**config.mk**
```make
export PLATFORM = sky130hd
export DESIGN_NAME = burh_ram
export DESIGN_NICKNAME = d
export VERILOG_FILES = /design/src/design/burh_ram.sv
export SDC_FILE = /design/constraint.sdc
export NUM_CORES = 1
export LEC_CHECK = 0
export BUFFER_PORTS_ARGS = -buffer_cell sky130_fd_sc_hd__clkbuf_2
export CORE_MARGIN = 2
export CORE_UTILIZATION = 60
export DETAILED_ROUTE_END_ITERATION = 8
export PLACE_DENSITY = 0.76
export SYNTH_ARGS = -nofsm -noshare
export SYNTH_HDL_FRONTEND = slang
export SYNTH_SLANG_ARGS = --single-unit
export TNS_END_PERCENT = 30
```
**constraint.sdc**
```tcl
create_clock -name clk -period 8.4 [get_ports clk]
set_clock_uncertainty 0.1 [all_clocks]
set_input_delay 2.52 -clock clk [delete_from_list [all_inputs] [get_ports clk]]
set_output_delay 2.52 -clock clk [all_outputs]
set_load 0.01 [all_outputs]
```
**src/design/burh_ram.sv**
```systemverilog
// ----------------------------------------------------------------------------
// burh_ram
// Generic single-write, single-read RAM with registered read data.
// ----------------------------------------------------------------------------
module burh_ram #(
    parameter int WIDTH = 8,
    parameter int DEPTH = 64
) (
    input  logic                     clk,
    input  logic                     wr_en,
    input  logic [$clog2(DEPTH)-1:0] wr_addr,
    input  logic [WIDTH-1:0]         wr_data,
    input  logic                     rd_en,
    input  logic [$clog2(DEPTH)-1:0] rd_addr,
    output logic [WIDTH-1:0]         rd_data
);

    logic [WIDTH-1:0] mem [DEPTH];

    always_ff @(posedge clk)
    begin
        if (wr_en)
        begin
            mem[wr_addr] <= wr_data;
        end
        if (rd_en)
        begin
            rd_data <= mem[rd_addr];
        end
    end

endmodule

```
==> Yosys cells after proc, flatten, opt, wreduce, memory -nomap -nowiden <==
Memories as Yosys holds them, arrays and structs flattened. A register that Yosys moved wholly into a read port is not among the register bits.
Cells that the tools add are included.
{ "word_totals": {"ram_bits": 512, "input_bits": 23, "mem_count": 1, "output_inout_bits": 8, "wordCells": 3, "ff_bits": 0} }
{ "op_classes": {"muxes": 2} }
{ "memory_table": {"columns": ["memory", "words", "width", "rd", "rd_ports_with_merged_regs", "wr", "line_no", "source"], "rows": [
  ["mem", 64, 8, 1, 1, 1, "18", "logic [WIDTH-1:0] mem [DEPTH];"]
]} }
{ "op_table": {"columns": ["operator", "n"], "rows": [
  ["1-bit two-way mux", 2]
]} }

==> Longest topological paths before layout <==
{ "depth": {"ltp_word": 2, "mapped_depth": 9} }

==> Least setup slack after synthesis <==
OpenSTA, ideal clock, no wires.
{ "synth_path": {"kind": "input to register", "start": "input rd_addr[1]", "end": "register rd_data[3] (read register of mem) (data pin)", "required_time_ns": 8.034, "path_slack_ns": 3.974, "t_arrival_ns": 4.060, "setup_time_ns": 0.266, "stages": 7, "path_cell_list": "buf_4 > buf_2 > buf_2 > mux4_2 > mux4_2 > o21ai_1 > o41ai_1"} }
{ "synth_rtl": {"columns": ["element", "line_no", "source"], "rows": [
  ["from (decl)", "14", "input logic [$clog2(DEPTH)-1:0] rd_addr,"],
  ["to (decl)", "15", "output logic [WIDTH-1:0] rd_data"]
]} }

==> metrics.yaml <==
outcome: "finished clean"
min_path_type: "reg -> reg"
critPathCaptureType: "flop"
synth_most_common_cell: "edfxtp_1"
dieArea_um2: 35200
hpwl_um: 24900
rsz0062_at_grt: "false"
core_area_um2: 33400
ys.flop_type: "edfxtp_1"
path_buf_inv: 2
synthTopCellsByCount: "edfxtp_1 (520), mux4_2 (126), nor2_1 (83)"
ctsResizeCount: 0
slew_violations: 0
fp.dieW_um: 188
wl_per_cell_um: 29.4
antenna_found_initial: 1
cts-root-buf: "clkbuf_16"
tightestPinTransition_ns: 1.30
antenna_left: 0
worst_setup_hold_path_clk_slew_ns: 0.07
leakagePower_nw: 7.03
slowest_stage: "buf_4"
synth_top_area_cell: "edfxtp_1"
grt_remaining_overflow: 0
fmax_mhz: 190
synth_area_um2: 20200
layout-drive-gt1-share: 0.256
drc: 0
cts_buffers: 51
register_area_um2: 15600
postSynthAreaPerCell_um2: 21.5
synthTopCellsByArea: "edfxtp_1 (77%), mux4_2 (14%), nor2_1 (1.5%), mux2i_1 (1.1%), mux2_2 (0.72%)"
portBuffers: 30
fillers: 2084
nets: 1009
gp_congestion: 0.818
ys_types: 39
timing.critical_path.mode_cell: "buf_4"
layout_setup_ws_ns: 3.14
clk_latency_ns: 0.56
cp_cell_sequence: "buf_4, buf_4, mux4_2, mux2_2, a221oi_1, o2bb2ai_1"
grt_pass1_vias: 9901
yosysSeqAreaShare: 0.771
grtUsageTotal: 0.254
ioPinCount: 31
synth_top_area_frac: 0.771
drtPass1Iterations: 5
cap_viol_max_count: 0
max_stage_delay_ns: 0.77
wirelength_um: 43400
pwr_density_cell_nw_per_um2: 245
crit_fanout: 56
synth_async_sr_flop_share: 0
syn2layout_area_growth_pct: 11.3
setup_viol: 0
critPathKind: "in -> reg"
finalHoldViolCount: 0
final_util: 0.675
chipHeight_um: 188
rows: 67
ctsHoldBuffers: 0
clock-sinks: 520
syn_nets: 963
crit_family: "buffers and inverters"
post-cts-setup-buffers: 0
dp_slack_ns: 2.50
multi_input_area_um2: 4320
initial_utilization: 0.607
critPathRequiredTime_ns: 8.59
grt_pass1_wl_um: 64600
grt_start_max_net_pins: 65
synth_cells: 940
num_vias: 9709
cp.arrival_ns: 5.45
cts_tree: "built"
slew_headroom: 0.135
vias_per_cell: 6.57
drt_iter0_drc: 1488
yosysWarnings: 0
clockBufferDepth: 3
fin_crit_ns: 5.26
critPathLaunchType: "input pin"
cts_max_level: 2
tns_ns: 0
synth-edff-count: 520
timing.final.crit_share: 0.626
synth_seq_cells: 520
peakVddDrop_v: 0.000175
## layout by cell type, fill, tap and decap left out, types with 10 or more instances in the layout
cell / instances
nor2b_1: 14
mux2i_1: 23
nand2_1: 19
bufinv_16: 10
mux4_2: 126
mux2_2: 13
nand3_1: 13
clkbuf_2: 27
buf_4: 16
clkinv_2: 12
edfxtp_1: 520
clkinv_1: 10
nor2_1: 83
clkbuf_16: 52
## per-stage QoR
stage	hold WS, ns	cells	area, µm²	total power, mW
2_1_floorplan	0.697	940	20200	3.09
3_3_place_gp	0.787	1381	20800	3.19
3_5_place_dp	0.817	1381	20800	3.19
4_1_cts	0.844	1476	22500	5.54
5_1_grt	0.864	1476	22500	5.66
6_report	0.836	1477	22500	5.52
## path summary, 6_finish.rpt
check,startpoint,endpoint,slack (ns),depth (start not counted)
max,rd_addr[1],rd_data[2],3.14,6
min,mem[30][4],rd_data[4],0.84,3
max reg2reg,mem[29][6],rd_data[6],5.96,5
min reg2reg,mem[30][4],rd_data[4],0.84,3
## state kept, by name (all words and copies together) (netlist names)
signal   count
mem        512
rd_data      8
## where the power goes
group	internal [mW]	switching (mW)	total (mW)	leakage, nW
Combinational	0.0939	0.160	0.254	1.47
Clock	1.44	0.942	2.38	0.869
Sequential	2.88	0.00853	2.89	4.69
Total	4.41	1.11	5.52	7.03
## cell type report
class / instances / share of cell area
well taps: 448 / 0.0249
clock inverters: 36 / 0.0195
diodes: 1 / 0.000111
flip-flops and latches: 520 / 0.693
clock buffers: 59 / 0.0589
multi-input cells: 369 / 0.192
repair buffers: 44 / 0.0119
## logic make-up after synthesis
group / Yosys count / synth area share
flops: 520 / 0.771
buf+inv: 51 / 0.0156
compound gates: 54 / 0.0206
simple gates: 153 / 0.0337
mux: 162 / 0.159
## tightest hold or removal path: cells and delay by family (launching register included)
kind | cells | cell delay, ns
AOI/OAI and AO/OA | 1 | 0.21
muxes | 1 | 0.23
DFF | 1 | 0.32
and+or+nand+nor | 1 | 0.04
## layer usage
| layer | track usage | vias to the layer above | share of wire |
|---|---|---|---|
| li1 | - | 4026 | - |
| met2 | 0.393 | 527 | 0.48 |
| met5 | 0 | - | 0 |
| met4 | 0.0945 | 0 | 0.038 |
| met1 | 0.368 | 5060 | 0.39 |
| met3 | 0.0511 | 96 | 0.089 |
(Power assumes the default switching activity.)
