## config.mk

```make
export PLATFORM = sky130hd
export DESIGN_NAME = burh_front
export DESIGN_NICKNAME = d
export VERILOG_FILES = /design/src/design/burh_pkg.sv /design/src/design/burh_front.sv
export SDC_FILE = /design/constraint.sdc
export NUM_CORES = 1
export LEC_CHECK = 0
export ABC_CLOCK_PERIOD_IN_PS = 7700
export BUFFER_PORTS_ARGS = -buffer_cell sky130_fd_sc_hd__buf_2
export CAP_MARGIN = 20
export CORE_AREA = 2 2 113 115
export DETAILED_ROUTE_END_ITERATION = 12
export DIE_AREA = 0 0 115 117
export PLACE_DENSITY = 0.69
export SYNTH_ARGS = -nofsm -noshare
export SYNTH_HDL_FRONTEND = slang
export SYNTH_SLANG_ARGS = --single-unit
export TNS_END_PERCENT = 50
```

## constraint.sdc

```tcl
create_clock -name clk -period 7.7 [get_ports clk]
set_input_delay 1.54 -clock clk [delete_from_list [all_inputs] [get_ports clk]]
set_output_delay 1.54 -clock clk [all_outputs]
set_load 0.03 [all_outputs]
```

## src/design/burh_pkg.sv

```systemverilog
// ----------------------------------------------------------------------------
// burh_pkg
// Shared types, codes and helpers of the bounded undo/redo history block.
// ----------------------------------------------------------------------------
package burh_pkg;

    // operation codes of an input item
    localparam logic [1:0] OP_RECORD = 2'd0;
    localparam logic [1:0] OP_UNDO   = 2'd1;
    localparam logic [1:0] OP_REDO   = 2'd2;

    // entry kinds
    localparam logic [2:0] KIND_INVALID  = 3'd0;
    localparam logic [2:0] KIND_INSERT   = 3'd1;
    localparam logic [2:0] KIND_DELETE   = 3'd2;
    localparam logic [2:0] KIND_ADD_LINE = 3'd3;
    localparam logic [2:0] KIND_DEL_LINE = 3'd4;

    // entries of the command queue between front and back
    localparam int QUEUE_DEPTH = 2;

    // work handed from the front part to the back part
    typedef enum logic [1:0] {
        ACT_WRITE = 2'd0,
        ACT_UNDO  = 2'd1,
        ACT_REDO  = 2'd2,
        ACT_EMPTY = 2'd3
    } action_t;

    typedef struct packed {
        logic [2:0]  kind;
        logic [31:0] pos;
        logic [31:0] line;
        logic [7:0]  symbol;
        logic [31:0] editor;
        logic [31:0] seq_no;
    } entry_t;

    function automatic logic [2:0] invert_kind(input logic [2:0] kind);
        logic [2:0] res;
        case (kind)
            KIND_INSERT:   res = KIND_DELETE;
            KIND_DELETE:   res = KIND_INSERT;
            KIND_ADD_LINE: res = KIND_DEL_LINE;
            KIND_DEL_LINE: res = KIND_ADD_LINE;
            default:       res = KIND_INVALID;
        endcase
        return res;
    endfunction

endpackage

```

## src/design/burh_front.sv

```systemverilog
// ----------------------------------------------------------------------------
// burh_front
// Accepts items, keeps cursor, count and oldest index, and turns each record,
// undo or redo into a write, a read or an empty-result command for the back part.
// ----------------------------------------------------------------------------
module burh_front #(
    parameter int DEPTH = 64
) (
    input  logic                     clk,
    input  logic                     rst_n,
    input  logic                     item_valid,
    output logic                     item_ready,
    input  logic [1:0]               operation,
    input  burh_pkg::entry_t         item_entry,
    output logic                     cmd_valid,
    input  logic                     cmd_ready,
    output burh_pkg::action_t        cmd_action,
    output logic [$clog2(DEPTH)-1:0] cmd_slot,
    output burh_pkg::entry_t         cmd_entry
);

    import burh_pkg::*;

    localparam int PTR_W = $clog2(DEPTH);
    localparam int CNT_W = $clog2(DEPTH + 1);
    localparam int SUM_W = PTR_W + 1;

    logic [PTR_W-1:0] oldest_reg, oldest_next;
    logic [CNT_W-1:0] count_reg, count_next;
    logic [CNT_W-1:0] cursor_reg, cursor_next;
    logic [CNT_W-1:0] offset;
    logic [SUM_W-1:0] slot_sum, slot_wrap;
    logic             accept, has_cmd, full;

    // ring position of the entry that lies offset places above the oldest
    assign slot_sum  = {1'b0, oldest_reg} + SUM_W'(offset);
    assign slot_wrap = (slot_sum >= SUM_W'(DEPTH)) ? slot_sum - SUM_W'(DEPTH) : slot_sum;
    assign full      = (cursor_reg == CNT_W'(DEPTH));

    assign item_ready = cmd_ready;
    assign accept     = item_valid && item_ready;
    assign cmd_valid  = item_valid && has_cmd;
    assign cmd_entry  = item_entry;

    always_comb
    begin
        oldest_next = oldest_reg;
        count_next  = count_reg;
        cursor_next = cursor_reg;
        offset      = cursor_reg;
        has_cmd     = 1'b0;
        cmd_action  = ACT_EMPTY;
        cmd_slot    = slot_wrap[PTR_W-1:0];
        case (operation)
            OP_RECORD:
            begin
                has_cmd    = 1'b1;
                cmd_action = ACT_WRITE;
                // everything above the cursor is dropped first
                count_next = cursor_reg;
                if (full)
                begin
                    cmd_slot    = oldest_reg;
                    oldest_next = (oldest_reg == PTR_W'(DEPTH - 1)) ? '0
                                                                     : oldest_reg + 1'b1;
                end
                else
                begin
                    count_next  = cursor_reg + 1'b1;
                    cursor_next = cursor_reg + 1'b1;
                end
            end
            OP_UNDO:
            begin
                has_cmd = 1'b1;
                if (cursor_reg != '0)
                begin
                    offset      = cursor_reg - 1'b1;
                    cursor_next = cursor_reg - 1'b1;
                    cmd_action  = ACT_UNDO;
                end
            end
            OP_REDO:
            begin
                has_cmd = 1'b1;
                if (cursor_reg < count_reg)
                begin
                    cursor_next = cursor_reg + 1'b1;
                    cmd_action  = ACT_REDO;
                end
            end
            default:
            begin
                has_cmd = 1'b0;
            end
        endcase
    end

    always_ff @(posedge clk or negedge rst_n)
    begin
        if (!rst_n)
        begin
            oldest_reg <= '0;
            count_reg  <= '0;
            cursor_reg <= '0;
        end
        else if (accept)
        begin
            oldest_reg <= oldest_next;
            count_reg  <= count_next;
            cursor_reg <= cursor_next;
        end
    end

    a_cursor_bounds: assert property (@(posedge clk) disable iff (!rst_n)
        (cursor_reg <= count_reg) && (count_reg <= CNT_W'(DEPTH)))
        else $error("history cursor or count out of range");

    a_oldest_only_when_full: assert property (@(posedge clk) disable iff (!rst_n)
        !(accept && (operation == OP_RECORD) && full) |=> $stable(oldest_reg))
        else $error("oldest index moved without a record into a full history");

endmodule

```

Word level (Yosys, flattened, before mapping) --
Index checks and enable logic that the tools add are counted.
Storage, ports and cells: flip-flop bits (word level) 20, bits in latches 0, bits in writable memories 0, memory bits (read-only) 0, memories 0
Operators by class: add/sub/neg operators 5, multiply operators 0, div/mod/pow operators 0, order comparisons 2, equality and inequality tests 5, shift operators 0, muxes and demuxes 13, bitwise logic cells 0, reduce and logical (&&, ||, !) cells 9
Operator list (count):
- $mux W7 | 4
- $mux W6 | 4
- $pmux W7 S3 | 1
- $add A6 B7 Y7 | 1
- $add A7 B1 Y7 const B | 1
- $eq A7 B7 Y1 const B | 1
- $ge A7 B7 Y1 const B | 1
- $lt A7 B7 Y1 | 1
- $reduce_bool A7 Y1 | 1
- $sub A7 B1 Y7 const B | 1
- $add A6 B1 Y6 const B | 1
- $eq A6 B6 Y1 const B | 1
- $pmux W2 S3 | 1
- $reduce_and A3 Y1 | 2
- $sub A6 B1 Y6 const B | 1
- $reduce_bool A3 Y1 | 1
- $reduce_or A3 Y1 | 1
- $eq A2 B1 Y1 const B | 1
- $eq A2 B2 Y1 const B | 1
- $logic_and A1 B1 Y1 | 2
- $logic_not A2 Y1 | 1
- $mux W1 | 2
- $mux W2 | 1
- $ne A2 B2 Y1 const B | 1
- $reduce_and A2 Y1 | 1

Depth between registers and ports, before layout --
depth in word-level cells 8, gate-level depth with buffers 14, mapped depth without buffers 12

Worst setup path before layout --
Ideal clock, no wire load.
path type in2out, start input operation[1], end output cmd_slot[5], data arrival time 3.849 ns, required time 6.160 ns, path slack 2.311 ns, stages on the path 12, cell sequence inv_1 ha_1 clkbuf_1 inv_1 o21ai_0 o31ai_1 ha_1 and3_1 a221o_1 nor2_1 xnor2_1 o22ai_1
Between the ends: longest elaborated chain between the ends 7, elaborated cells between the ends (all ways) 9, those cells by class add/sub: 2; order compare: 1; eq/ne: 1; mux: 4; reduce/logical: 1
RTL lines:
- start: declaration | RTL line burh_front.sv:13 | input logic [1:0] operation,
- $eq A2 B1 Y1 | RTL line burh_front.sv:54 | case (operation)
- $mux W7 | RTL line burh_front.sv:54
- $add A6 B7 Y7 | RTL line burh_front.sv:36 | assign slot_sum = {1'b0, oldest_reg} + SUM_W'(offset);
- $sub A6 B1 Y6 or $ge A7 B7 Y1 (tied branches) | RTL line burh_front.sv:37 | assign slot_wrap = (slot_sum >= SUM_W'(DEPTH)) ? slot_sum - SUM_W'(DEPTH) : slot_sum;
- $mux W6 | RTL line burh_front.sv:37
- $mux W6 | RTL line burh_front.sv:61 | if (full)
- $mux W6 (*) | RTL line burh_front.sv:54
- end: declaration | RTL line burh_front.sv:18 | output logic [$clog2(DEPTH)-1:0] cmd_slot,
Every way passes the cells marked *; elsewhere a longest branch is shown, timed or not.

Final worst setup path --
Ends and elaborated chain as after synthesis.

==> results.yml <==
synth:
  synth_compound_area_share_pct: 14.8
  synth-xor-area-share_pct: 3.79
  synth_mux_area_share_pct: 2.13
  synth_area_per_cell_um2: 7.94
  synthCells: 378
  ys_ff_latch: 20
  ys_seq_area_share_pct: 16.7
  synthesis.area_um2: 3000
  ys_warn_count: 0
  synth_nets: 543
  synth-simple-area-share_pct: 15.0
  async_flop_share_pct: 100
  synth_edf_count: 0
  synth_top_family_by_area: "buffers and inverters"
  synth.distinct_cells: 47
  synth_flop_cell: "dfrtp_1"
  synthAdderAreaFrac_pct: 8.59
sta:
  holdWs_ns: 0.484
  fin_crit_ns: 5.77
  rsz0062_at_grt: "no"
  final-hold-violation-count: 0
  max_freq_mhz: 173
  drv_slew: 0
  fin_crit_sh_pct: 74.9
  max-slew-margin-rel_pct: 57.3
  setup_tns_ns: 0
  fin_skew_ns: 0.00159
  worst_pin_slew_ns: 0.638
  setup_viol: 0
worst_hold_path:
  hold_class: "register to register"
place:
  port_buffers: 15
  placed_area_um2: 2150
  dp_hpwl_um: 4800
  gp_congestion: 0.922
cts:
  hold_buffers: 0
  path_clk_slew_ns: 0.06
  cts_buffers: 3
  cts-resized-gates: 0
  ctsHtreeMaxLevel: 1
  cts-root-buf: "clkbuf_16"
  cts_tree: "done"
  cts_buffer_depth: 2
  worstSkewPairLatency_ns: 0.26
  cts_setup_buffers: 0
  clock-sinks: 20
global_routing:
  overflow: 0
  grt_pass1_vias: 1887
  track_usage_pct: 9.10
  grt_first_pass_wirelength_um: 9670
  antenna_found_initial: 0
  grt_start_max_net_pins: 21
floorplan:
  fp.dieW_um: 115
  die-area_um2: 13500
  rows: 41
  start_util_pct: 24.4
  core_um2: 12300
  num_io_pins: 294
  die_h_um: 117
detailed_routing:
  dr.pass1.iters: 4
  drcViolationCount: 0
  vias: 1931
  wirelength_um: 6210
  drt-wirelength-per-cell_um: 15.7
  post_drt_via_cell_ratio: 4.89
  drt_iter0_markers: 100
  ant_nets: 0
critical_path:
  start_kind: "primary input"
  path_max_fanout: 7
  cp.required_ns: 6.16
  cp-end-kind: "output pin"
  crit_arrival_ns: 4.23
  path_class: "primary input to output pin"
run_status:
  status: "complete, no violations"
layout:
  nNetsFinal: 411
  drive_gt1_share_pct: 12.7
  final_cell_mix: "nand2_1, o21ai_0, dfrtp_1"
  area_growth_pct: -25.0
  final_common_cell: "nand2_1"
  diodes: 0
  final_area_um2: 2250
pwr:
  max-vdd-ir-drop_mv: 0.0921
  total_leakage_power_uw: 0.000981
  powerDensity_nw_per_um2: 291
run:
  drv_cap: 0
==> logic make-up after synthesis <==
logic type,after synthesis
and+or+nand+nor,83
DFF,20
muxes,6
adders and majority gates,20
xor gates and xnor gates,13
AOI/OAI and AO/OA,70
buffers and inverters,166
==> synth_stat cells (3+ instances only) <==
cell / number / area share (%)
nand3_1: 6 / 1.0
xnor2_1: 11 / 3.2
nand2_1: 30 / 3.8
o22ai_1: 3 / 0.63
dfrtp_1: 20 / 17
mux2_2: 3 / 1.1
o211ai_1: 3 / 0.75
mux2i_1: 3 / 1.0
ha_1: 19 / 7.9
a31oi_1: 4 / 0.83
inv_1: 14 / 1.8
a21oi_1: 13 / 2.2
nand2b_1: 3 / 0.63
and3_1: 7 / 1.5
o221ai_1: 4 / 1.2
o21ai_0: 23 / 3.8
nor2_1: 15 / 1.9
nor3_1: 6 / 1.0
buf_4: 141 / 35
clkbuf_1: 7 / 0.88
o31ai_1: 5 / 1.3
a21o_1: 5 / 1.3
==> layout make-up <==
class                   instances  area (µm²)
fillers                      1382       10100
multi-input cells             192        1330
flip-flops and latches         20         500
well taps                     150         188
clock buffers                   3        75.1
repair buffers                 15        75.1
inverters                      14        52.6
clock inverters                 1        30.0
==> metrics by stage <==
step	setup WS [ns]	power (µW)	std cells	util, %
6_report	1.93	656	395	18.3
5_1_grt	1.75	708	395	18.3
4_1_cts	1.95	659	395	18.3
3_5_place_dp	1.97	510	391	17.4
3_3_place_gp	2.07	501	391	17.4
2_1_floorplan	2.31	573	378	-
==> report_power, final <==
part	switching [µW]	leakage, µW	internal (µW)
Sequential	45.7	0.000266	129
Clock	43.4	0.0000511	103
Combinational	208	0.000665	127
==> metal layers <==
| layer | vias to the layer above | global-route usage, % | wire, µm |
|---|---|---|---|
| met4 | 0 | 5.62 | 251 |
| li1 | 871 | - | - |
| met3 | 42 | 4.22 | 715 |
| met1 | 896 | 10.8 | 2590 |
| met5 | - | 0 | 0 |
| met2 | 122 | 13.4 | 2660 |
==> worst max-delay path: stages <==
cell and delay, ns:
buf_2 0.12, inv_1 0.08, ha_1 0.33, inv_1 0.21
o21ai_0 0.19, o31ai_1 0.11, ha_1 0.35, and3_1 0.21
a221o_1 0.36, a311o_1 0.33, mux2i_1 0.13, o22ai_1 0.10
buf_2 0.18
==> path summary, 6_finish.rpt <==
kind,start,slack (ns),depth (start not counted),end
worst max-delay path,operation[1],1.93,13,cmd_slot[5]
worst min-delay path,count_reg[0],0.48,2,count_reg[0]
worst max register to register,cursor_reg[0],5.20,7,oldest_reg[0]
worst min register to register,count_reg[0],0.48,2,count_reg[0]
max in group asynchronous,rst_n,6.13,1,oldest_reg[4]
min in group asynchronous,rst_n,1.24,1,count_reg[3]
(Power assumes the default switching activity.)
