## src/design/burh_queue.sv

```systemverilog
// ----------------------------------------------------------------------------
// burh_queue
// Short first-in first-out command queue between the front and back parts.
// ----------------------------------------------------------------------------
module burh_queue #(
    parameter int WIDTH = 8,
    parameter int DEPTH = 2
) (
    input  logic             clk,
    input  logic             rst_n,
    input  logic             push_valid,
    output logic             push_ready,
    input  logic [WIDTH-1:0] push_data,
    output logic             pop_valid,
    input  logic             pop_ready,
    output logic [WIDTH-1:0] pop_data
);

    localparam int PTR_W = $clog2(DEPTH);
    localparam int CNT_W = $clog2(DEPTH + 1);

    logic [WIDTH-1:0] slots [DEPTH];
    logic [PTR_W-1:0] wr_ptr_reg, wr_ptr_next;
    logic [PTR_W-1:0] rd_ptr_reg, rd_ptr_next;
    logic [CNT_W-1:0] count_reg, count_next;
    logic             do_push, do_pop;

    assign push_ready = (count_reg != CNT_W'(DEPTH));
    assign pop_valid  = (count_reg != '0);
    assign pop_data   = slots[rd_ptr_reg];
    assign do_push    = push_valid && push_ready;
    assign do_pop     = pop_valid && pop_ready;

    always_comb
    begin
        wr_ptr_next = wr_ptr_reg;
        rd_ptr_next = rd_ptr_reg;
        count_next  = count_reg;
        if (do_push)
        begin
            wr_ptr_next = (wr_ptr_reg == PTR_W'(DEPTH - 1)) ? '0 : wr_ptr_reg + 1'b1;
        end
        if (do_pop)
        begin
            rd_ptr_next = (rd_ptr_reg == PTR_W'(DEPTH - 1)) ? '0 : rd_ptr_reg + 1'b1;
        end
        if (do_push && !do_pop)
        begin
            count_next = count_reg + 1'b1;
        end
        else if (do_pop && !do_push)
        begin
            count_next = count_reg - 1'b1;
        end
    end

    always_ff @(posedge clk or negedge rst_n)
    begin
        if (!rst_n)
        begin
            wr_ptr_reg <= '0;
            rd_ptr_reg <= '0;
            count_reg  <= '0;
        end
        else
        begin
            wr_ptr_reg <= wr_ptr_next;
            rd_ptr_reg <= rd_ptr_next;
            count_reg  <= count_next;
        end
    end

    always_ff @(posedge clk)
    begin
        if (do_push)
        begin
            slots[wr_ptr_reg] <= push_data;
        end
    end

endmodule

```

## config.mk

```make
export PLATFORM = sky130hd
export DESIGN_NAME = burh_queue
export DESIGN_NICKNAME = d
export VERILOG_FILES = /design/src/design/burh_queue.sv
export SDC_FILE = /design/constraint.sdc
export NUM_CORES = 1
export LEC_CHECK = 0
export ABC_AREA = 1
export BUFFER_PORTS_ARGS = -buffer_cell sky130_fd_sc_hd__buf_2
export CAP_MARGIN = 0
export CELL_PAD_IN_SITES_DETAIL_PLACEMENT = 0
export CELL_PAD_IN_SITES_GLOBAL_PLACEMENT = 1
export CORE_MARGIN = 2
export CORE_UTILIZATION = 38
export CTS_CLUSTER_DIAMETER = 30
export DETAILED_ROUTE_END_ITERATION = 8
export GPL_TIMING_DRIVEN = 0
export PLACE_DENSITY = 0.73
export SYNTH_ARGS = -nofsm -noshare
export SYNTH_HDL_FRONTEND = slang
export SYNTH_SLANG_ARGS = --single-unit
```

## constraint.sdc

```tcl
create_clock -name clk -period 1.75 [get_ports clk]
set_input_delay 0.175 -clock clk [delete_from_list [all_inputs] [get_ports clk]]
set_output_delay 0.175 -clock clk [all_outputs]
set_load 0.05 [all_outputs]
```

# Yosys cells after proc, flatten, opt, wreduce, memory -nomap -nowiden
# Memory sizes are Yosys's and may differ from the RTL's.
# Index checks and enable logic that the tools add are counted.
dict set report word_totals {
  elab_cells 23
  mem_count 1
  ramBits 16
  out_inout_bits 10
  latch_bits 0
  regBits 4
  mem_bits_ro 0
  in_bits 12
}
dict set report classes {
  muxes 6
  n_eq_ne 1
  magnitude_cmp 0
  reduce_logical 8
  n_bitwise 0
  mul 0
  shift 0
  addsub 4
  div 0
}
# name words word_bits read_ports rd_clocked_by_memory_dff write_ports line_no
set mem_list {}
lappend mem_list {slots 2 8 1 0 1 22} ;# logic [WIDTH-1:0] slots [DEPTH];
# op n
set ops {}
lappend ops {{logical AND 1 bit} 4}
lappend ops {{two-way mux 1 bit} 4}
lappend ops {{two-way mux 2 bit} 2}
lappend ops {{nonzero test 2 bit} 2}
lappend ops {{adder 1 bit, second input constant} 2}
lappend ops {{adder 2 x 1 -> 2 bit, second input constant} 1}
lappend ops {{logical NOT 1 bit} 2}
lappend ops {{inequality test 2 bit, second input constant} 1}
lappend ops {{subtractor 2 x 1 -> 2 bit, second input constant} 1}

# Logic depth before layout (Yosys ltp)
# Gate-level depths: netlist of run 1.
dict set report depth {
  word_depth 6
  ltp_mapped 10
  ltp_nobuf 10
}

# Worst setup path after synthesis of run 1
# No wires, ideal clock.
dict set report synth_timing {
  path_kind {reg-to-reg}
  start {register count_reg[1]}
  end {register count_reg[1]}
  period_less_slack_ns 1.434
  required_ns 1.633
  path_buffers 0
  slack_ns 0.316
  setup_time_ns 0.117
  arrival_ns 1.317
  path_stages_with_launch 9
  path_cell_list {dfrtp_1 -> inv_2 -> nand2_2 -> nand2_2 -> ha_1 -> inv_1 -> nand3_1 -> nand2_1 -> nand2_1}
}
dict set report synth_via {
  elab_chain_cells 5
  word_cells_on_any_way 13
  classes_between {add/sub: 2; eq/ne: 1; mux: 2; reduce/logical: 8}
}
# item line_no
set synth_lines {}
lappend synth_lines {{from (decl)} 25} ;# logic [CNT_W-1:0] count_reg, count_next;
lappend synth_lines {{from (signal assigned)} 69} ;# count_reg <= count_next;
lappend synth_lines {{nonzero test 2 bit *} 29} ;# assign pop_valid = (count_reg != '0);
lappend synth_lines {{via pop_valid} 14} ;# output logic pop_valid,
lappend synth_lines {{logical AND 1 bit *} 32} ;# assign do_pop = pop_valid && pop_ready;
lappend synth_lines {{logical NOT 1 bit} 47} ;# if (do_push && !do_pop)
lappend synth_lines {{logical AND 1 bit} 47}
lappend synth_lines {{two-way mux 2 bit or nonzero test 2 bit (tied branches)} n/a}
# Mark *: on every way through the listed nets, which the timed path passes. The rest lies on a longest branch. The select of a mux whose other input is x is not followed.
# A chain may end at the register's enable or synchronous reset.

# Worst setup path after layout of run 1
dict set report layout_timing {
  start {register rd_ptr_reg}
  end {output pop_data[6]}
}
dict set report layout_via {
  elab_chain_cells 1
}
# item line_no
set layout_lines {}
lappend layout_lines {{from (decl)} 24} ;# logic [PTR_W-1:0] rd_ptr_reg, rd_ptr_next;
lappend layout_lines {{from (signal assigned)} 68} ;# rd_ptr_reg <= rd_ptr_next;
lappend layout_lines {{memory read (2 x 8 bit)} n/a}
lappend layout_lines {{to (decl)} 16} ;# output logic [WIDTH-1:0] pop_data
# No other way between the ends.

==> flow_metrics.env, run 1 <==
export IMPL_hpwl_um=918.7
export IMPL_r2r_cells=4
export IMPL_r2r_startpoint="count_reg[0]"
export IMPL_worst_slew_pin_slew_ns=0.7076
export IMPL_antenna_cells=0
export IMPL_postCtsSetupBuffers=0
export IMPL_cp_data_arrival_time_ns=1.37
export IMPL_switchingPower_uw=961.3
export IMPL_worst_setup_path_start_kind="flop"
export IMPL_timing_hold_worst_class="in -> reg"
export IMPL_synthDominantCellAreaShare=0.5809
export IMPL_place_congestion=0.7547
export IMPL_synth_warning_count=0
export IMPL_max_cap_viols=0
export IMPL_drt_total_wl_mm=1.303
export IMPL_grt_usage=0.1103
export IMPL_pwr_share_seq=0.341
export IMPL_fin_skew_ns=0.005105
export IMPL_die_boundary_height_um=50.65
export IMPL_fillCellCount=194
export IMPL_endpoint="pop_data[6]"
export IMPL_post_drt_via_cell_ratio=4.325
export IMPL_maximum_number_of_pins_on_one_net_before_global_route_repair=13
export IMPL_num_io_pins=22
export IMPL_htreeDepth=1
export IMPL_std_cell_rows=16
export IMPL_drt_initial_drc_count=8
export IMPL_synthesis_area_per_instance_um2=11.81
export IMPL_power_switching_share=0.4559
export IMPL_first_global_vias=462
export IMPL_post_route_cells_drive_above_1_share=0.3542
export IMPL_dpl_instance_area_um2=965.9
export IMPL_combinational_family_with_the_most_area_after_synthesis="simple AND/OR/NAND/NOR gates"
export IMPL_number_of_library_cell_types_mapped_by_synthesis=14
export IMPL_core_area_um2=2002
export IMPL_internal_power_uw=1147
export IMPL_grt_first_pass_wirelength_mm=1.973
export IMPL_initial_utilization=0.4131
export IMPL_max_freq_mhz=649.3
export IMPL_timing_final_crit_share=0.8801
export IMPL_synth_fp_nets=83
export IMPL_ir_drop_uv=919.8
export IMPL_power_share_combinational=0.487
export IMPL_hold_viol_final=0
export IMPL_mappedNetlistArea_um2=827.0
export IMPL_bufs_and_invs_on_worst_path=3
export IMPL_cts_root_to_sink_buffers=2
export IMPL_clock_power_frac=0.172
export IMPL_outcome="finished clean"
export IMPL_layout_cell_area_non_filler_um2=1028
export IMPL_grt_setup_unrepaired="false"
export IMPL_synth_simple_area_share=0.2073
export IMPL_report_final_setup_viol=0
export IMPL_powerDensity_nw_per_um2=2050
export IMPL_postSynthCellCount=70
export IMPL_cts_root_buf="sky130_fd_sc_hd__clkbuf_4"
export IMPL_maxSlewHeadroom=0.5265
export IMPL_synth_mux_area_frac=0
export IMPL_area_growth_pct=24.36
export IMPL_final_setup_tns_ns=0
export IMPL_clk_pin_slew_worst_paths_ns=0.11
export IMPL_critical_path_startpoint="rd_ptr_reg"
export IMPL_die_width_um=50.65
export IMPL_port_buffers=21
export IMPL_critical_path_cell_sequence="buf_6 -> inv_2 -> nand2_1 -> nand2_1 -> buf_2"
export IMPL_antenna_found_initial=0
export IMPL_critical_path_top_delay_family="buffers and inverters"
export IMPL_worst_stage_delay_on_the_critical_path_ns=0.38
export IMPL_overflow=0
export IMPL_postCtsResizedCells=0
export IMPL_synth_adder_area_share=0.01513
export IMPL_layout_min_cycle_time_ns=1.540
export IMPL_wire_length_per_cell_um=10.59
export IMPL_clock_sinks=20
export IMPL_worst_path_max_fanout=10
export IMPL_post_synth_main_area_contributors="sky130_fd_sc_hd__edfxtp_1, sky130_fd_sc_hd__nand2_1, sky130_fd_sc_hd__dfrtp_1"
export IMPL_ys_seq_elements=20
export IMPL_worst_r2r_setup_slack_ns=0.23
export IMPL_critPathMostFrequentCell="sky130_fd_sc_hd__nand2_1"
export IMPL_path_depth=5
export IMPL_synth_xor_area_share=0.03026
export IMPL_clk_insertion_delay_late_ns=0.29
export IMPL_largest_register_ff_count=16
export IMPL_tritoncts="done"
export IMPL_crit_reg_reg_endpoint="slots[1][0]"
export IMPL_die_area_um2=2565
export IMPL_power_leakage_uw=0.0004808
export IMPL_worst_ep_required_time_ns=1.57
export IMPL_synth_seq_area_share=0.7020
export IMPL_design_final_nets=110
export IMPL_timing_final_max_slew_violations=0
export IMPL_timing_setup_critical_path_class="reg -> out"
export IMPL_total_number_of_vias=532
export IMPL_synth_compound_gate_area_share=0
export IMPL_numCtsBuffers=3
export IMPL_timing_critical_path_to_type="output port"
export IMPL_synth_area_leader_cell="sky130_fd_sc_hd__edfxtp_1"
export IMPL_dr_pass1_iters=4
export IMPL_worst_path_max_delay_cell="sky130_fd_sc_hd__dfrtp_1"
export IMPL_antenna_violating_nets_post_route=0
export IMPL_drcViolationCount=0
[layout make-up]
class	count	area, um2	area share
multi-input combinational	42	209.0	0.2032
sequential	20	580.6	0.5645
timing repair buffer	22	115.1	0.1119
inverter	7	26.28	0.02555
clock inverter	1	30.03	0.02920
buffer	1	11.26	0.01095
clock buffer	3	22.52	0.02190
tap	27	33.78	0.03285
[cells in the mapped netlist]
cell and n:
sky130_fd_sc_hd__buf_6 1, sky130_fd_sc_hd__dfrtp_1 4, sky130_fd_sc_hd__edfxtp_1 16, sky130_fd_sc_hd__ha_1 1, sky130_fd_sc_hd__inv_1 4, sky130_fd_sc_hd__inv_2 3
sky130_fd_sc_hd__nand2_1 30, sky130_fd_sc_hd__nand2_2 2, sky130_fd_sc_hd__nand2_4 2, sky130_fd_sc_hd__nand3_1 2, sky130_fd_sc_hd__nand4_1 1, sky130_fd_sc_hd__nor2_1 2
sky130_fd_sc_hd__xnor2_1 1, sky130_fd_sc_hd__xor2_2 1
[layer usage]
layer | wire length (um) | track usage
met1 | 576 | 0.1423
met2 | 638 | 0.1689
met3 | 72 | 0.03274
met4 | 16 | 0.05405
met5 | 0 | 0
[metrics by stage]
step                instances    util  total power, uW  setup slack (ns)  hold WS, ns
floorplan                  70       -             1547            0.3156      -0.1206
global placement          118  0.4825             1752            0.2304    -0.008563
CTS                       123  0.5138             2141            0.1815      0.05176
detailed placement        118  0.4825             1773            0.2119    -0.007262
finish                    123  0.5138             2109            0.2099      0.06151
global route              123  0.5138             2235           0.08292      0.04308
[layout by cell type (no fill, tap or decap), drive strengths merged]
master	count
nand2	34
buf	22
nand3	2
edfxtp	16
dlygate4sd3	1
xnor2	1
inv	7
dfrtp	4
clkbuf	3
xor2	1
ha	1
nor2	2
bufinv	1
nand4	1
[worst reg2reg max path, stage by stage, from the launching register on]
cell,delay (ns)
sky130_fd_sc_hd__dfrtp_1,0.41
sky130_fd_sc_hd__inv_2,0.08
sky130_fd_sc_hd__nand2_4,0.07
sky130_fd_sc_hd__nand2_4,0.06
sky130_fd_sc_hd__nor2_1,0.54
[worst min-delay path by stage]
stage / cells past startpoint / slack, ns / from / end
global route: 1 / 0.04 / push_data[7] / slots[0][7]
CTS: 1 / 0.05 / push_data[7] / slots[1][7]
global placement: 1 / -0.009 / rst_n / count_reg[1]
detailed placement: 1 / -0.007 / rst_n / count_reg[1]
finish: 1 / 0.06 / push_data[7] / slots[1][7]
floorplan: 0 / -0.12 / rst_n / count_reg[0]
[power by group through the flow]
stage | Clock (uW) | Sequential (uW) | Combinational, uW
after detailed placement | 0 | 729 | 1040
after global placement | 0 | 726 | 1030
after floorplan | 0 | 722 | 825
final | 363 | 719 | 1030
after global routing | 391 | 731 | 1110
after CTS | 376 | 719 | 1050
[cells by family (layout without fill, tap and decap cells)]
family / count (synthesis) / in the layout
XOR/XNOR: 2 / 2
adder cells (fa/ha/maj): 1 / 1
buffers and inverters: 8 / 34
flip-flops: 20 / 20
AND/OR/NAND/NOR: 39 / 39
[repair_timing]
item,CTS,global route
setup endpoints to repair,0,0
hold buffers,1,0
endpoints found under the hold margin,4,0
Note: power is estimated with default switching activity, not from simulation.
==> run 2: changes to the inputs <==
Settings changed: CTS_BUF_LIST from default to sky130_fd_sc_hd__clkbuf_16, CTS_CLUSTER_DIAMETER 30 to 100.
==> flow_metrics.env, run 2 (synthesis gave the netlist of run 1 again) <==
export IMPL_clk_pin_slew_worst_paths_ns=0.05
export IMPL_timing_hold_ws_ns=0.1150
export IMPL_port_buffers=21
export IMPL_antenna_violating_nets_post_route=0
export IMPL_initial_utilization=0.4131
export IMPL_wire_length_per_cell_um=10.58
export IMPL_post_route_cells_drive_above_1_share=0.3542
export IMPL_antenna_found_initial=0
export IMPL_final_instance_count_excl_fill=123
export IMPL_worst_setup_path_start_kind="flop"
export IMPL_area_growth_pct=30.71
export IMPL_final_setup_tns_ns=0
export IMPL_timing_hold_worst_class="in -> reg"
export IMPL_die_width_um=50.65
export IMPL_dp_cells=118
export IMPL_cp_data_arrival_time_ns=1.39
export IMPL_tritoncts="done"
export IMPL_max_cap_viols=0
export IMPL_postCtsResizedCells=0
export IMPL_antenna_cells=0
export IMPL_critPathMostFrequentCell="sky130_fd_sc_hd__nand2_4"
export IMPL_dp_slack_ns=0.2119
export IMPL_powerDensity_nw_per_um2=2175
export IMPL_grt_first_pass_wirelength_mm=1.973
export IMPL_timing_final_crit_share=0.8648
export IMPL_drcViolationCount=0
export IMPL_clock_sinks=20
export IMPL_worst_r2r_setup_slack_ns=0.24
export IMPL_htreeDepth=1
export IMPL_cts_root_to_sink_buffers=2
export IMPL_worst_path_max_fanout=8
export IMPL_core_area_um2=2002
export IMPL_timing_final_max_slew_violations=0
export IMPL_report_final_setup_viol=0
export IMPL_drt_initial_drc_count=9
export IMPL_critical_path_cell_sequence="inv_2 -> nand2_4 -> nand2_4 -> nor2_1"
export IMPL_worst_path_max_delay_cell="sky130_fd_sc_hd__nor2_1"
export IMPL_timing_critical_path_to_type="flop"
export IMPL_design_final_nets=110
export IMPL_bufs_and_invs_on_worst_path=1
export IMPL_maxSlewHeadroom=0.5274
export IMPL_outcome="finished clean"
export IMPL_dr_pass1_iters=4
export IMPL_max_freq_mhz=660.8
export IMPL_place_congestion=0.7547
export IMPL_layout_cells_most_common="sky130_fd_sc_hd__nand2_1"
export IMPL_layout_min_cycle_time_ns=1.513
export IMPL_fillCellCount=186
export IMPL_grt_setup_unrepaired="false"
export IMPL_post_drt_via_cell_ratio=4.309
export IMPL_timing_setup_critical_path_class="reg -> reg"
export IMPL_largest_register_ff_count=16
export IMPL_numCtsBuffers=3
export IMPL_first_global_vias=462
export IMPL_power_leakage_uw=0.0005039
export IMPL_worst_ep_required_time_ns=1.63
export IMPL_worst_slew_pin_slew_ns=0.7063
export IMPL_ir_drop_uv=980.1
export IMPL_total_number_of_vias=530
export IMPL_drt_total_wl_mm=1.301
export IMPL_clk_insertion_delay_late_ns=0.25
export IMPL_die_area_um2=2565
export IMPL_critical_path_top_delay_family="simple AND/OR/NAND/NOR gates"
export IMPL_register_area_um2=580.6
export IMPL_worst_stage_delay_on_the_critical_path_ns=0.54
export IMPL_multi_input_area_um2=209.0
export IMPL_num_io_pins=22
export IMPL_overflow=0
export IMPL_hold_viol_final=0
export IMPL_grt_usage=0.1115
export IMPL_maximum_number_of_pins_on_one_net_before_global_route_repair=13
export IMPL_die_boundary_height_um=50.65
export IMPL_worst_slack_ns=0.2366
export IMPL_fin_skew_ns=0.002362
export IMPL_layout_cells_most_common_list="sky130_fd_sc_hd__nand2_1, sky130_fd_sc_hd__buf_2, sky130_fd_sc_hd__edfxtp_1"
export IMPL_hpwl_um=918.7
export IMPL_cts_root_buf="sky130_fd_sc_hd__clkbuf_16"
export IMPL_std_cell_rows=16
[run 2: changes by cell type in the layout (fill, tap and decap cells not counted)]
cell / before / now
sky130_fd_sc_hd__clkbuf_16: 0 / 3
sky130_fd_sc_hd__clkbuf_4: 3 / 0
[run 2: worst register-to-register path, delay by kind of cell (launching register included)]
family | cells | cell delay (ns)
flops | 1 | 0.39
simple gates | 3 | 0.67
buf+inv | 1 | 0.08
[run 2: worst paths after layout]
check,from,endpoint,cells after the start
hold reg to reg,count_reg[0],count_reg[0],1
setup / recovery,count_reg[0],slots[1][4],4
min in group asynchronous,rst_n,count_reg[1],2
max in group asynchronous,rst_n,rd_ptr_reg,2
hold / removal,push_data[3],slots[1][3],1
setup reg to reg,count_reg[0],slots[1][4],4
[run 2: final cells by class]
class                      count  share of cell area
tap                           27             0.03125
clock inverter                 1             0.02778
timing repair buffer          22              0.1065
buffer                         1             0.01042
multi-input combinational     42              0.1933
clock buffer                   3             0.06944
inverter                       7             0.02431
sequential                    20              0.5370
[run 2: report_power, final]
| group | internal (uW) | total (uW) | switching [uW] | leakage (uW) |
|---|---|---|---|---|
| Combinational | 252 | 1030 | 775 | 0.000256 |
| Clock | 453 | 603 | 150 | 0.0000511 |
| Sequential | 666 | 722 | 55.3 | 0.000196 |
| Total | 1370 | 2350 | 980 | 0.000504 |
[run 2: repair_timing]
action | 4_1_cts | 5_1_grt
endpoints found under the setup margin | 0 | 0
buffers inserted | 0 | 0
hold endpoints to repair | 4 | 0
hold buffers | 1 | 0
[run 2: layer usage]
metal  up-vias  GRT usage  part of all wire
li1        278          -                 -
met2        13     0.1689              0.50
met5         -          0                 0
met3         2    0.03274             0.051
met1       237     0.1404              0.44
met4         0    0.06757            0.0092
[run 2: metrics by stage]
stage / power, uW / utilization / area (um2)
after global placement: 1752 / 0.4825 / 965.9
final: 2351 / 0.5400 / 1081
after global routing: 2479 / 0.5400 / 1081
after CTS: 2389 / 0.5400 / 1081
after detailed placement: 1773 / 0.4825 / 965.9
after floorplan: 1547 / - / 827.0
